## config.mk

```make
export PLATFORM = sky130hd
export DESIGN_NAME = rms_level_meter_smoothed
export DESIGN_NICKNAME = d
export VERILOG_FILES = /design/src/rtl/rlm_pkg.sv /design/src/rtl/rlm_front.sv /design/src/rtl/rlm_fifo.sv /design/src/rtl/rlm_back.sv /design/src/rtl/rms_level_meter_smoothed.sv
export SDC_FILE = /design/constraint.sdc
export NUM_CORES = 2
export LEC_CHECK = 0
export BUFFER_PORTS_ARGS = -buffer_cell sky130_fd_sc_hd__buf_4
export CAP_MARGIN = 25
export CORE_UTILIZATION = 35
export DETAILED_ROUTE_END_ITERATION = 16
export PLACE_DENSITY = 0.52
export SLEW_MARGIN = 20
export SYNTH_ARGS = -nofsm -noshare
export SYNTH_HDL_FRONTEND = slang
export SYNTH_SLANG_ARGS = --single-unit
export TNS_END_PERCENT = 1
```

## constraint.sdc

```tcl
create_clock -name clk -period 17.52 [get_ports clk]
set_input_delay 3.504 -clock clk [delete_from_list [all_inputs] [get_ports clk]]
set_output_delay 3.504 -clock clk [all_outputs]
set_load 0.1 [all_outputs]
```

## src/rtl/rlm_pkg.sv

```systemverilog
// Shared constants and types for the smoothed RMS level meter.
package rlm_pkg;

  localparam int MAX_BLOCK_DEF = 8192;   // default samples per block
  localparam int SAMPLE_W      = 16;
  localparam int SQ_W          = 31;     // a 16-bit square reaches 2^30
  localparam int LEVEL_W       = 7;
  localparam int KEEP_W        = 9;
  localparam int KEEP_RESET    = 179;
  localparam int KEEP_FULL     = 256;
  localparam int AVG_W         = 15;     // smoothed level, Q8
  localparam int AVG_MAX       = 25600;  // 100.0 in Q8
  localparam int LEVEL_MAX     = 100;
  localparam int LVL_MUL       = 200;
  localparam int LVL_SHIFT     = 23;
  localparam int LVL_ROUND     = 4194304;  // half of 2^23
  localparam int ROUND_Q8      = 128;
  localparam int FRAC_SHIFT    = 16;     // sum scaled by 2^16 before the divide
  localparam int Q_DEPTH       = 4;

  typedef enum logic [2:0] {
    BK_IDLE,
    BK_DIV,
    BK_SQRT,
    BK_MULT,
    BK_SAT,
    BK_MIX,
    BK_FIN
  } bk_state_t;

  // queue status seen by the front and back ends
  typedef struct packed {
    logic empty;
    logic room;    // at least two free entries
  } rlm_qstat_t;

endpackage

```

## src/rtl/rlm_front.sv

```systemverilog
// Front end: squares samples and accumulates per-block sum and count.
module rlm_front
  import rlm_pkg::*;
#(
  parameter int MAX_BLOCK = MAX_BLOCK_DEF,
  parameter int CNT_W     = $clog2(MAX_BLOCK + 1),
  parameter int SUM_W     = SQ_W - 1 + CNT_W
) (
  input  logic                      clk,
  input  logic                      rst_n,
  input  logic                      in_valid,
  input  logic signed [SAMPLE_W-1:0] in_sample,
  input  logic                      in_last,
  input  logic                      in_fresh,
  output logic                      in_ready,
  input  rlm_qstat_t                qstat,
  output logic                      push,
  output logic [SUM_W+CNT_W:0]      push_data
);

  logic                       accept;
  logic signed [2*SAMPLE_W-1:0] sq_full;
  logic                       s1_v_r;
  logic [SQ_W-1:0]            s1_sq_r;
  logic                       s1_last_r;
  logic                       s1_fresh_r;
  logic [SUM_W-1:0]           sum_r;
  logic [CNT_W-1:0]           cnt_r;
  logic                       pend_clr_r;
  logic                       add_en;
  logic [SUM_W-1:0]           sum_nxt;
  logic [CNT_W-1:0]           cnt_nxt;
  logic                       clr_nxt;

  // room for this beat and one still in the square stage
  assign in_ready = qstat.room;
  assign accept   = in_valid & in_ready;
  assign sq_full  = (2*SAMPLE_W)'(in_sample) * (2*SAMPLE_W)'(in_sample);

  always_ff @(posedge clk) begin
    if (!rst_n) begin
      s1_v_r <= 1'b0;
    end else begin
      s1_v_r <= accept;
    end
  end

  always_ff @(posedge clk) begin
    if (accept) begin
      s1_sq_r    <= sq_full[SQ_W-1:0];
      s1_last_r  <= in_last;
      s1_fresh_r <= in_fresh;
    end
  end

  // samples past the block limit are dropped
  assign add_en  = cnt_r < CNT_W'(MAX_BLOCK);
  assign sum_nxt = add_en ? sum_r + SUM_W'(s1_sq_r) : sum_r;
  assign cnt_nxt = add_en ? cnt_r + CNT_W'(1) : cnt_r;
  assign clr_nxt = pend_clr_r | s1_fresh_r;

  always_ff @(posedge clk) begin
    if (!rst_n) begin
      sum_r      <= '0;
      cnt_r      <= '0;
      pend_clr_r <= 1'b0;
    end else if (s1_v_r) begin
      if (s1_last_r) begin
        sum_r      <= '0;
        cnt_r      <= '0;
        pend_clr_r <= 1'b0;
      end else begin
        sum_r      <= sum_nxt;
        cnt_r      <= cnt_nxt;
        pend_clr_r <= clr_nxt;
      end
    end
  end

  assign push      = s1_v_r & s1_last_r;
  assign push_data = {clr_nxt, cnt_nxt, sum_nxt};

endmodule

```

## src/rtl/rlm_fifo.sv

```systemverilog
// Small register queue carrying closed blocks from front to back end.
module rlm_fifo
  import rlm_pkg::*;
#(
  parameter int W     = 59,
  parameter int DEPTH = Q_DEPTH
) (
  input  logic         clk,
  input  logic         rst_n,
  input  logic         push,
  input  logic [W-1:0] push_data,
  input  logic         pop,
  output logic [W-1:0] pop_data,
  output rlm_qstat_t   qstat
);

  localparam int PTR_W = (DEPTH > 1) ? $clog2(DEPTH) : 1;
  localparam int CNT_W = $clog2(DEPTH + 1);

  logic [W-1:0]     mem_r [DEPTH];
  logic [PTR_W-1:0] wr_ptr_r;
  logic [PTR_W-1:0] rd_ptr_r;
  logic [CNT_W-1:0] cnt_r;
  logic             full;

  assign full        = cnt_r == CNT_W'(DEPTH);
  assign qstat.empty = cnt_r == '0;
  assign qstat.room  = cnt_r <= CNT_W'(DEPTH - 2);
  assign pop_data    = mem_r[rd_ptr_r];

  always_ff @(posedge clk) begin
    if (push) begin
      mem_r[wr_ptr_r] <= push_data;
    end
  end

  always_ff @(posedge clk) begin
    if (!rst_n) begin
      wr_ptr_r <= '0;
      rd_ptr_r <= '0;
      cnt_r    <= '0;
    end else begin
      if (push) begin
        wr_ptr_r <= (wr_ptr_r == PTR_W'(DEPTH - 1)) ? '0 : wr_ptr_r + PTR_W'(1);
      end
      if (pop) begin
        rd_ptr_r <= (rd_ptr_r == PTR_W'(DEPTH - 1)) ? '0 : rd_ptr_r + PTR_W'(1);
      end
      if (push && !pop) begin
        cnt_r <= cnt_r + CNT_W'(1);
      end else if (pop && !push) begin
        cnt_r <= cnt_r - CNT_W'(1);
      end
    end
  end

`ifndef SYNTHESIS
  a_no_overflow: assert property (@(posedge clk) disable iff (!rst_n) push |-> !full)
    else $error("queue push while full");
  a_no_underflow: assert property (@(posedge clk) disable iff (!rst_n) pop |-> !qstat.empty)
    else $error("queue pop while empty");
`endif

endmodule

```

## src/rtl/rlm_back.sv

```systemverilog
// Back end: divide, square root, level scaling and exponential smoothing.
module rlm_back
  import rlm_pkg::*;
#(
  parameter int CNT_W = 14,
  parameter int SUM_W = 44
) (
  input  logic                     clk,
  input  logic                     rst_n,
  input  logic [KEEP_W-1:0]        keep_weight,
  input  rlm_qstat_t               qstat,
  output logic                     pop,
  input  logic [SUM_W+CNT_W:0]     q_data,
  output logic                     out_valid,
  input  logic                     out_ready,
  output logic [LEVEL_W-1:0]       out_level
);

  localparam int DIV_W  = SUM_W + FRAC_SHIFT;
  localparam int QW     = (DIV_W + 1) / 2;
  localparam int RAD_W  = 2 * QW;
  localparam int STEP_W = $clog2(DIV_W);
  localparam int PROD_W = QW + 8;
  localparam int P1_W   = AVG_W + KEEP_W;
  localparam int P2_W   = LEVEL_W + KEEP_W;

  bk_state_t          state_r, state_nxt;
  logic [STEP_W-1:0]  step_r;
  logic [CNT_W-1:0]   dvs_r;
  logic [DIV_W-1:0]   div_r;
  logic [CNT_W-1:0]   drem_r;
  logic [RAD_W-1:0]   rad_r;
  logic [QW:0]        srem_r;
  logic [QW-1:0]      root_r;
  logic [PROD_W-1:0]  prod_r;
  logic [LEVEL_W-1:0] lvl_r;
  logic [P1_W-1:0]    p1_r;
  logic [P2_W-1:0]    p2_r;
  logic               zero_r;
  logic [AVG_W-1:0]   avg_r;
  logic               out_valid_r;
  logic [LEVEL_W-1:0] out_level_r;

  logic               div_last, sqrt_last, fin_go;
  logic [CNT_W:0]     dtrial;
  logic               dge;
  logic [DIV_W-1:0]   div_nxt;
  logic [CNT_W-1:0]   drem_nxt;
  logic [QW+2:0]      strial, sbase;
  logic               sge;
  logic [QW+2:0]      sdiff;
  logic [PROD_W:0]    rnd;
  logic [PROD_W-LVL_SHIFT:0] lsh;
  logic [KEEP_W-1:0]  keep_eff;
  logic [P1_W:0]      mix;
  logic [AVG_W-1:0]   avg_new;
  logic [AVG_W:0]     out_rnd;
  logic [AVG_W-8:0]   out_q;

  assign div_last  = step_r == STEP_W'(DIV_W - 1);
  assign sqrt_last = step_r == STEP_W'(QW - 1);
  assign fin_go    = !out_valid_r || out_ready;

  always_ff @(posedge clk) begin
    if (!rst_n) begin
      state_r <= BK_IDLE;
    end else begin
      state_r <= state_nxt;
    end
  end

  always_comb begin
    state_nxt = state_r;
    pop       = 1'b0;
    case (state_r)
      BK_IDLE: begin
        if (!qstat.empty) begin
          pop       = 1'b1;
          state_nxt = BK_DIV;
        end
      end
      BK_DIV:  if (div_last) state_nxt = BK_SQRT;
      BK_SQRT: if (sqrt_last) state_nxt = BK_MULT;
      BK_MULT: state_nxt = BK_SAT;
      BK_SAT:  state_nxt = BK_MIX;
      BK_MIX:  state_nxt = BK_FIN;
      BK_FIN:  if (fin_go) state_nxt = BK_IDLE;
      default: state_nxt = BK_IDLE;
    endcase
  end

  // restoring divide, one quotient bit per cycle
  assign dtrial   = {drem_r, div_r[DIV_W-1]};
  assign dge      = dtrial >= {1'b0, dvs_r};
  assign drem_nxt = dge ? CNT_W'(dtrial - {1'b0, dvs_r}) : CNT_W'(dtrial);
  assign div_nxt  = {div_r[DIV_W-2:0], dge};

  // digit-by-digit root, one result bit per cycle
  assign sbase  = {srem_r, rad_r[RAD_W-1 -: 2]};
  assign strial = {1'b0, root_r, 2'b01};
  assign sge    = sbase >= strial;
  assign sdiff  = sbase - strial;

  assign rnd = {1'b0, prod_r} + (PROD_W+1)'(LVL_ROUND);
  assign lsh = rnd[PROD_W:LVL_SHIFT];

  assign keep_eff = (keep_weight > KEEP_W'(KEEP_FULL)) ? KEEP_W'(KEEP_FULL) : keep_weight;

  assign mix     = (P1_W+1)'(p1_r) + (P1_W+1)'({p2_r, 8'b0}) + (P1_W+1)'(ROUND_Q8);
  assign avg_new = zero_r ? {lvl_r, 8'b0} : mix[AVG_W+7:8];
  assign out_rnd = (AVG_W+1)'(avg_new) + (AVG_W+1)'(ROUND_Q8);
  assign out_q   = out_rnd[AVG_W:8];

  always_ff @(posedge clk) begin
    case (state_r)
      BK_IDLE: begin
        step_r <= '0;
        dvs_r  <= q_data[SUM_W+CNT_W-1:SUM_W];
        div_r  <= {q_data[SUM_W-1:0], FRAC_SHIFT'(0)};
        drem_r <= '0;
      end
      BK_DIV: begin
        div_r  <= div_nxt;
        drem_r <= drem_nxt;
        if (div_last) begin
          step_r <= '0;
          rad_r  <= (dvs_r == '0) ? '0 : RAD_W'(div_nxt);
          srem_r <= '0;
          root_r <= '0;
        end else begin
          step_r <= step_r + STEP_W'(1);
        end
      end
      BK_SQRT: begin
        rad_r  <= {rad_r[RAD_W-3:0], 2'b00};
        srem_r <= sge ? sdiff[QW:0] : sbase[QW:0];
        root_r <= {root_r[QW-2:0], sge};
        step_r <= step_r + STEP_W'(1);
      end
      BK_MULT: prod_r <= PROD_W'(root_r) * PROD_W'(LVL_MUL);
      BK_SAT: begin
        lvl_r <= (lsh > (PROD_W-LVL_SHIFT+1)'(LEVEL_MAX)) ? LEVEL_W'(LEVEL_MAX)
                                                            : lsh[LEVEL_W-1:0];
      end
      BK_MIX: begin
        p1_r   <= P1_W'(avg_r) * P1_W'(keep_eff);
        p2_r   <= P2_W'(lvl_r) * P2_W'(KEEP_W'(KEEP_FULL) - keep_eff);
        zero_r <= avg_r == '0;
      end
      default: ;
    endcase
  end

  always_ff @(posedge clk) begin
    if (!rst_n) begin
      avg_r       <= '0;
      out_valid_r <= 1'b0;
    end else begin
      if (pop && q_data[SUM_W+CNT_W]) begin
        avg_r <= '0;
      end
      if (state_r == BK_FIN && fin_go) begin
        avg_r       <= avg_new;
        out_valid_r <= 1'b1;
        out_level_r <= (out_q > (AVG_W-7)'(LEVEL_MAX)) ? LEVEL_W'(LEVEL_MAX)
                                                       : out_q[LEVEL_W-1:0];
      end else if (out_valid_r && out_ready) begin
        out_valid_r <= 1'b0;
      end
    end
  end

  assign out_valid = out_valid_r;
  assign out_level = out_level_r;

`ifndef SYNTHESIS
  a_level_range: assert property (@(posedge clk) disable iff (!rst_n)
    out_valid_r |-> out_level_r <= LEVEL_W'(LEVEL_MAX))
    else $error("level above full scale");
  a_avg_range: assert property (@(posedge clk) disable iff (!rst_n)
    avg_r <= AVG_W'(AVG_MAX))
    else $error("smoothed average above full scale");
`endif

endmodule

```

## src/rtl/rms_level_meter_smoothed.sv

```systemverilog
// Top level of the smoothed RMS level meter.
//
// Input stream: one 16-bit signed PCM sample per beat on in_tdata; in_tlast
// closes a measurement block, in_tuser clears the smoothed average before
// the sample. Output stream: one smoothed level (0..100 percent) per block.
// Configuration: cfg_we writes cfg_wdata into the keep weight (Q8, reset 179,
// values above 256 act as 256). Write it only while the meter is idle.
//
// Throughput: one sample per cycle while the queue has room. The front end
// registers the square, then accumulates it, and queues each closed block in
// a 4-entry queue. The back end takes a block through a bit-serial restoring
// divide, a bit-serial square root, then the scaling and smoothing states
// MULT, SAT, MIX and FIN.
// Blocks shorter than the back-end processing time fill the queue, and
// in_tready then drops until a block drains.
// Reset (rst_n low, synchronous) empties the queue, clears sum, count and
// average, and restores the keep weight. A stalled receiver holds the result
// in the output register; the back end finishes the next block and waits,
// and the input keeps flowing until the queue fills.
module rms_level_meter_smoothed
  import rlm_pkg::*;
#(
  parameter int MAX_BLOCK = MAX_BLOCK_DEF
) (
  input  logic              clk,
  input  logic              rst_n,
  input  logic              in_tvalid,
  output logic              in_tready,
  input  logic [15:0]       in_tdata,    // [15:0] sample
  input  logic              in_tlast,    // last_in_block
  input  logic              in_tuser,    // [0] new_recording
  output logic              out_tvalid,
  input  logic              out_tready,
  output logic [7:0]        out_tdata,   // [6:0] level, [7] zero
  input  logic              cfg_we,
  input  logic [KEEP_W-1:0] cfg_wdata    // keep_weight
);

  localparam int CNT_W = $clog2(MAX_BLOCK + 1);
  localparam int SUM_W = SQ_W - 1 + CNT_W;   // MAX_BLOCK squares of up to 2^30
  localparam int ENT_W = SUM_W + CNT_W + 1;  // {clear, count, sum}

  logic [KEEP_W-1:0]  keep_r;
  rlm_qstat_t         qstat;
  logic               push, pop;
  logic [ENT_W-1:0]   push_data, pop_data;
  logic [LEVEL_W-1:0] level;

  always_ff @(posedge clk) begin
    if (!rst_n) begin
      keep_r <= KEEP_W'(KEEP_RESET);
    end else if (cfg_we) begin
      keep_r <= cfg_wdata;
    end
  end

  rlm_front #(
    .MAX_BLOCK (MAX_BLOCK),
    .CNT_W     (CNT_W),
    .SUM_W     (SUM_W)
  ) u_front (
    .clk       (clk),
    .rst_n     (rst_n),
    .in_valid  (in_tvalid),
    .in_sample ($signed(in_tdata)),
    .in_last   (in_tlast),
    .in_fresh  (in_tuser),
    .in_ready  (in_tready),
    .qstat     (qstat),
    .push      (push),
    .push_data (push_data)
  );

  rlm_fifo #(
    .W     (ENT_W),
    .DEPTH (Q_DEPTH)
  ) u_fifo (
    .clk       (clk),
    .rst_n     (rst_n),
    .push      (push),
    .push_data (push_data),
    .pop       (pop),
    .pop_data  (pop_data),
    .qstat     (qstat)
  );

  rlm_back #(
    .CNT_W (CNT_W),
    .SUM_W (SUM_W)
  ) u_back (
    .clk         (clk),
    .rst_n       (rst_n),
    .keep_weight (keep_r),
    .qstat       (qstat),
    .pop         (pop),
    .q_data      (pop_data),
    .out_valid   (out_tvalid),
    .out_ready   (out_tready),
    .out_level   (level)
  );

  assign out_tdata = {1'b0, level};

endmodule

```

# ---- After elaboration in Yosys (flattened, before gate mapping)
# Memory sizes are Yosys's and may differ from the RTL's. A register that Yosys moved wholly into a read port is not among the register bits.
# Cells that the tools add are included.
dict set report totals {
  wordCells 131
  out_inout_bits 10
  ff_bits 431
  ramBits 236
  inputBits 32
  memories 1
}
# name words width rd rd_ports_with_merged_regs wr line
set memory_table {}
lappend memory_table {u_fifo.mem_r 4 59 1 1 1 rlm_fifo.sv:20} ;# logic [W-1:0] mem_r [DEPTH];
dict set report classes {
  n_mux 39
  add_sub_neg 14
  bitwise_logic 3
  eq_ne 14
  n_lt_le_gt_ge 7
  multipliers 4
  n_reduce_logical 22
}
# cell count
set op_table {}
lappend op_table {{$pmux 60 s2} 2}
lappend op_table {{$mux 60} 2}
lappend op_table {{$mux 44} 2}
lappend op_table {{$mux 31} 2}
lappend op_table {{$pmux 31 s2} 1}
lappend op_table {{$pmux 30 s2} 1}
lappend op_table {{$mux 15} 3}
lappend op_table {{$add 44x31->44} 1}
lappend op_table {{$mux 14} 3}
lappend op_table {{$add 38x23->39 const B} 1}
lappend op_table {{$mul 30x5->35 const B} 1}
lappend op_table {{$ge 33x32->1} 1}
lappend op_table {{$mul 16x16->31} 1}
lappend op_table {{$sub 31x31->31} 1}
lappend op_table {{$mux 30} 1}
lappend op_table {{$pmux 14 s2} 1}
lappend op_table {{$add 23x23->23} 1}
lappend op_table {{$add 23x8->23 const B} 1}
lappend op_table {{$mul 15x9->23} 1}
lappend op_table {{$pmux 3 s7} 1}
lappend op_table {{$mux 3} 6}
lappend op_table {{$pmux 6 s3} 1}
lappend op_table {{$add 15x8->16 const B} 1}
lappend op_table {{$gt 16x7->1 const B} 1}
lappend op_table {{other kinds (37)} 66}

# ---- Longest topological paths before layout
dict set report logic_depth {
  ltp_word 6
  ltp_mapped 26
  ltp_nobuf 24
}

# ---- Hierarchy
# Synthesis repeated with hierarchy kept, for this count alone.
dict set report hier_totals {
  cells_unflattened 4476
  hier_area_um2 48039.8
}
# module n_inst area_each_um2 seq_area_each_um2 cells_per_inst
set by_module_without_submodules {}
lappend by_module_without_submodules {rlm_back 1 23985.5 8698.3 2419}
lappend by_module_without_submodules {rlm_front 1 14731.6 2162.1 1673}
lappend by_module_without_submodules {rlm_fifo 1 8982.4 7267.0 353}
lappend by_module_without_submodules {rms_level_meter_smoothed 1 340.3 180.2 31}

# ---- Least setup slack after synthesis
# OpenSTA, ideal clock, no wires.
dict set report synth_timing {
  path_kind {register to register}
  start {reg u_back.state_r[0]}
  end {reg u_back.rad_r[0], enable pin}
  setup_time_ps 768
  stages_incl_launch_ff 6
  required_time_ps 16752
  arrival_time_ps 9556
  period_less_slack_ps 10324
  slack_ps 7196
  n_path_buf 2
  path_cell_list {dfxtp_1 clkbuf_1 nor2b_1 nand2b_1 clkbuf_1 o21ai_0}
}
dict set report synth_via {
  elab_chain_len 3
  word_cells_on_any_way 5
  classes_between {eq/ne: 3; reduce/logical: 2}
}
# item line
set synth_lines {}
lappend synth_lines {{start, declared} rlm_back.sv:27} ;# bk_state_t state_r, state_nxt;
lappend synth_lines {{start signal, assigned} rlm_back.sv:68} ;# state_r <= state_nxt;
lappend synth_lines {{$eq 3x1->1 or $eq 3x2->1 (tied branches)} rlm_back.sv:115} ;# case (state_r)
lappend synth_lines {{$ne 2x1->1 (no line) or $reduce_bool 2->1 (tied branches)} --}
lappend synth_lines {{$reduce_and 2->1 (no line) (*)} --}
lappend synth_lines {{end signal, assigned} rlm_back.sv:127} ;# rad_r <= (dvs_r == '0) ? '0 : RAD_W'(div_nxt);
lappend synth_lines {{end signal, assigned} rlm_back.sv:135} ;# rad_r <= {rad_r[RAD_W-3:0], 2'b00};
lappend synth_lines {{end, declared} rlm_back.sv:32} ;# logic [RAD_W-1:0] rad_r;
# Mark *: on every way between the ends. The rest lies on a longest branch, timed or not.
# A chain may end at the register's enable or synchronous reset.

# ---- Worst setup path in the final report
dict set report layout_timing {
  start {in in_tdata[15]}
  end {reg u_front.s1_sq_r[30] (data pin)}
}
dict set report layout_via {
  elab_chain_len 1
}
# item line
set layout_lines {}
lappend layout_lines {{start, declared} rms_level_meter_smoothed.sv:29} ;# input logic [15:0] in_tdata,
lappend layout_lines {{$mul 16x16->31} rlm_front.sv:38} ;# assign sq_full = (2*SAMPLE_W)'(in_sample) * (2*SAMPLE_W)'(in_sample);
lappend layout_lines {{named net u_front.sq_full[30]} rlm_front.sv:22} ;# logic signed [2*SAMPLE_W-1:0] sq_full;
lappend layout_lines {{end signal, assigned} rlm_front.sv:50} ;# s1_sq_r <= sq_full[SQ_W-1:0];
lappend layout_lines {{end, declared} rlm_front.sv:24} ;# logic [SQ_W-1:0] s1_sq_r;
# The timed path passes the listed nets, and every way through them passes these cells.

==> qor.yml <==
coreArea_sq_mm: 0.134
total_power_w: 0.00934
fin_crit_ps: 9260
required_ps: 17940
synth_top_area_frac: 0.346
via_count: 30400
ioPinCount: 42
path_buf_inv: 6
drive_above_1_share: 0.0688
tightest_slew_ps: 988
ctsResizeCount: 0
fin_nets: 5185
crit_arrival_ps: 9670
wl_per_cell_um: 16.6
setup_ws_ps: 8260
synth_area_leaders: "edfxtp_1 (35%), fa_1 (17%), ha_1 (8.9%)"
cts_htree_levels: 3
finalSetupViolations: 0
netlist_instances: 4415
grt_max_degree: 85
synth_area_sq_mm: 0.0473
start_util: 0.354
synth_edf_count: 545
place_congestion: 0.835
hold_ws_ps: 465
wl_um: 104000
diodes: 0
io_buffers: 40
row_count: 134
worstSkewPairLatency_ps: 690
crit_family: "adder cells"
via_per_inst: 4.85
min_path_type: "flip-flop to flip-flop"
drt_iter0_drc: 1726
dieWidth_um: 370
ys_seq_area_frac: 0.387
vdd_drop_max_uv: 197
worstSetupPathType: "primary input to flip-flop"
grt_pass1_vias: 31700
critPathMostFrequentCell: "fa_1"
clock_sinks: 642
critPathLaunchType: "primary input"
chipHeight_um: 370
leakage_nw: 22.7
timing.fmax_mhz: 108
ctsLongestPathBuffers: 3
async_reset_ff_frac: 0
synth_ff_type: "edfxtp_1"
slew_headroom: 0.334
first_pass_iters: 5
nFillCells: 13100
grt_setup_unrepaired: "false"
end_kind: "flip-flop"
grt_pass1_wl_um: 172000
crit_fanout: 18
timing.final.crit_share: 0.528
place_ws_ps: 7560
die-area_sq_mm: 0.137
cts-root-buf: "clkbuf_16"
status: "finished, final reports clean"
cp_cell_sequence: "buf_4 > inv_1 > nor2_1 > fa_1 > inv_1 > fa_1 > inv_1 > fa_1 > fa_1 > fa_1 > inv_1 > fa_1 > inv_1 > ha_1 > a21o_1 > a21o_1 > a21o_1 > a21oi_1 > o22ai_1 > a211oi_1 > o41ai_1 > a21oi_1 > xnor2_1"
powerDensity_mw_per_mm2: 179
drcViolationCount: 0
synth_top_cell_by_area: "edfxtp_1"
critPathSlowestCell: "fa_1"
ys_types: 79
dp_hpwl_um: 75300
antenna_found_initial: 0
avgSynthCellArea_sq_um: 10.7
ant_nets: 0
cap_violations: 0
postCtsHoldBufs: 0
overflow: 0
cts_tree: "built"
hold_violations: 0
path_clk_slew_ps: 60
syn_to_final_growth_pct: 10.6
numCtsBuffers: 79
postCtsSetupRepairBufs: 0
ys_warn_count: 0
finalSetupTns_ps: 0
cpPeakStageDelay_ps: 550
drv_slew: 0
grt_use_total: 0.156
synth_seq_cells: 642
finClkSkew_ps: 52.0
final timing paths:
check	start	end	slack, ps	cells after the start
worst min register to register	u_front.pend_clr_r	u_front.pend_clr_r	470	2
worst min-delay path	u_front.pend_clr_r	u_front.pend_clr_r	470	2
worst max register to register	keep_r[8]	u_back.p2_r[14]	11100	23
worst max-delay path	in_tdata[15]	u_front.s1_sq_r[30]	8260	23
cell usage after synthesis (7+ instances only):
master	count
a22o_1	68
o211ai_1	16
inv_1	727
or2_2	9
o21ai_0	116
nor3b_1	7
a22oi_1	30
xor2_1	64
dfxtp_1	97
nand2_1	462
nand4_1	22
a21o_1	64
edfxtp_1	545
ha_1	337
a2bb2oi_1	8
o31ai_1	14
nand3_1	58
nor3_1	61
nor4_1	15
mux4_2	59
a211oi_1	24
nor2_1	264
a31oi_1	17
nand3b_1	9
nor2b_1	32
mux2i_1	34
a21oi_1	139
fa_1	393
o21bai_1	25
or3_1	24
a31o_2	10
a221o_1	9
clkbuf_1	137
o21a_1	24
xnor2_1	137
nand2b_1	21
buf_1	23
and3_1	32
and2_1	179
kinds of logic (layout without fill, tap and decap cells):
| group | Yosys count | count (layout) | synth area share |
|---|---|---|---|
| AOI/OAI and AO/OA | 631 | 631 | 0.0913 |
| xor gates and xnor gates | 201 | 201 | 0.0372 |
| adders and majority gates | 730 | 730 | 0.255 |
| buffers and inverters | 893 | 957 | 0.0711 |
| DFF | 642 | 642 | 0.387 |
| muxes | 98 | 98 | 0.0365 |
| other | 2 | 13 | 0.000159 |
| and+or+nand+nor | 1218 | 1218 | 0.121 |
final cells by class:
cell class	count	area, sq um	area share
Sequential cell	642	18300	0.350
Multi-Input combinational cell	2891	25700	0.492
Clock buffer	103	2140	0.0409
Clock inverter	45	537	0.0103
Timing Repair Buffer	81	621	0.0119
Inverter	728	2730	0.0522
Tap cell	1768	2210	0.0423
worst min-delay path, stage by stage (launching register included):
cell and delay [ps]:
dfxtp_1 320, a21oi_1 40, nor2_1 70
metal layers:
metal | up-vias | track usage | routed length [um]
li1 | 14900 | - | -
met2 | 425 | 0.254 | 47800
met5 | - | 0 | 0
met1 | 15000 | 0.218 | 50500
met3 | 111 | 0.0215 | 3550
met4 | 0 | 0.0393 | 2180
per-stage QoR:
| step | utilization | std cells | area (sq um) |
|---|---|---|---|
| floorplan | - | 4426 | 47300 |
| global placement | 0.371 | 6109 | 49600 |
| detailed placement | 0.371 | 6109 | 49600 |
| CTS | 0.391 | 6257 | 52300 |
| global route | 0.391 | 6258 | 52300 |
| finish | 0.391 | 6258 | 52300 |
report_power, final:
group	switching [W]	leakage [nW]	internal (W)
clock network	0.000696	1.29	0.000966
registers	0.000151	5.92	0.00232
logic	0.00297	15.5	0.00224
registers in the layout, indices dropped and copies added (netlist names), 3 cells and up, named ones only:
name	count
u_front.sum_r	44
u_back.state_r	3
u_back.rad_r	60
u_back.out_level	7
u_front.s1_sq_r	30
u_back.drem_r	14
u_back.lvl_r	7
u_back.step_r	6
u_fifo.mem_r	236
u_back.p2_r	15
u_front.cnt_r	14
u_back.srem_r	31
u_back.avg_r	15
u_back.dvs_r	14
u_fifo.cnt_r	3
u_back.p1_r	16
keep_r	9
u_back.root_r	30
u_back.div_r	60
u_back.prod_r	16
layout by cell type (no fill, tap or decap), types with 14 or more instances in the layout:
master / n
a21oi_1: 138
mux4_2: 59
or3_1: 24
nand2_1: 461
clkinv_1: 14
nand4_1: 22
o211ai_1: 16
xor2_1: 64
clkbuf_16: 79
a31oi_1: 16
nor2b_1: 31
a21o_1: 64
nor4_1: 15
mux2i_1: 34
a22oi_1: 30
xnor2_1: 137
nand2b_1: 20
dfxtp_1: 94
o31ai_1: 14
a22o_1: 68
nand3_1: 58
o21bai_1: 25
inv_1: 726
edfxtp_1: 545
o21ai_0: 114
and3_1: 28
ha_1: 337
nor2_1: 262
and2_1: 178
o21a_1: 24
buf_4: 80
clkbuf_1: 17
nor3_1: 60
a211oi_1: 24
fa_1: 393
No activity file was read; power rests on OpenSTA's default activity.
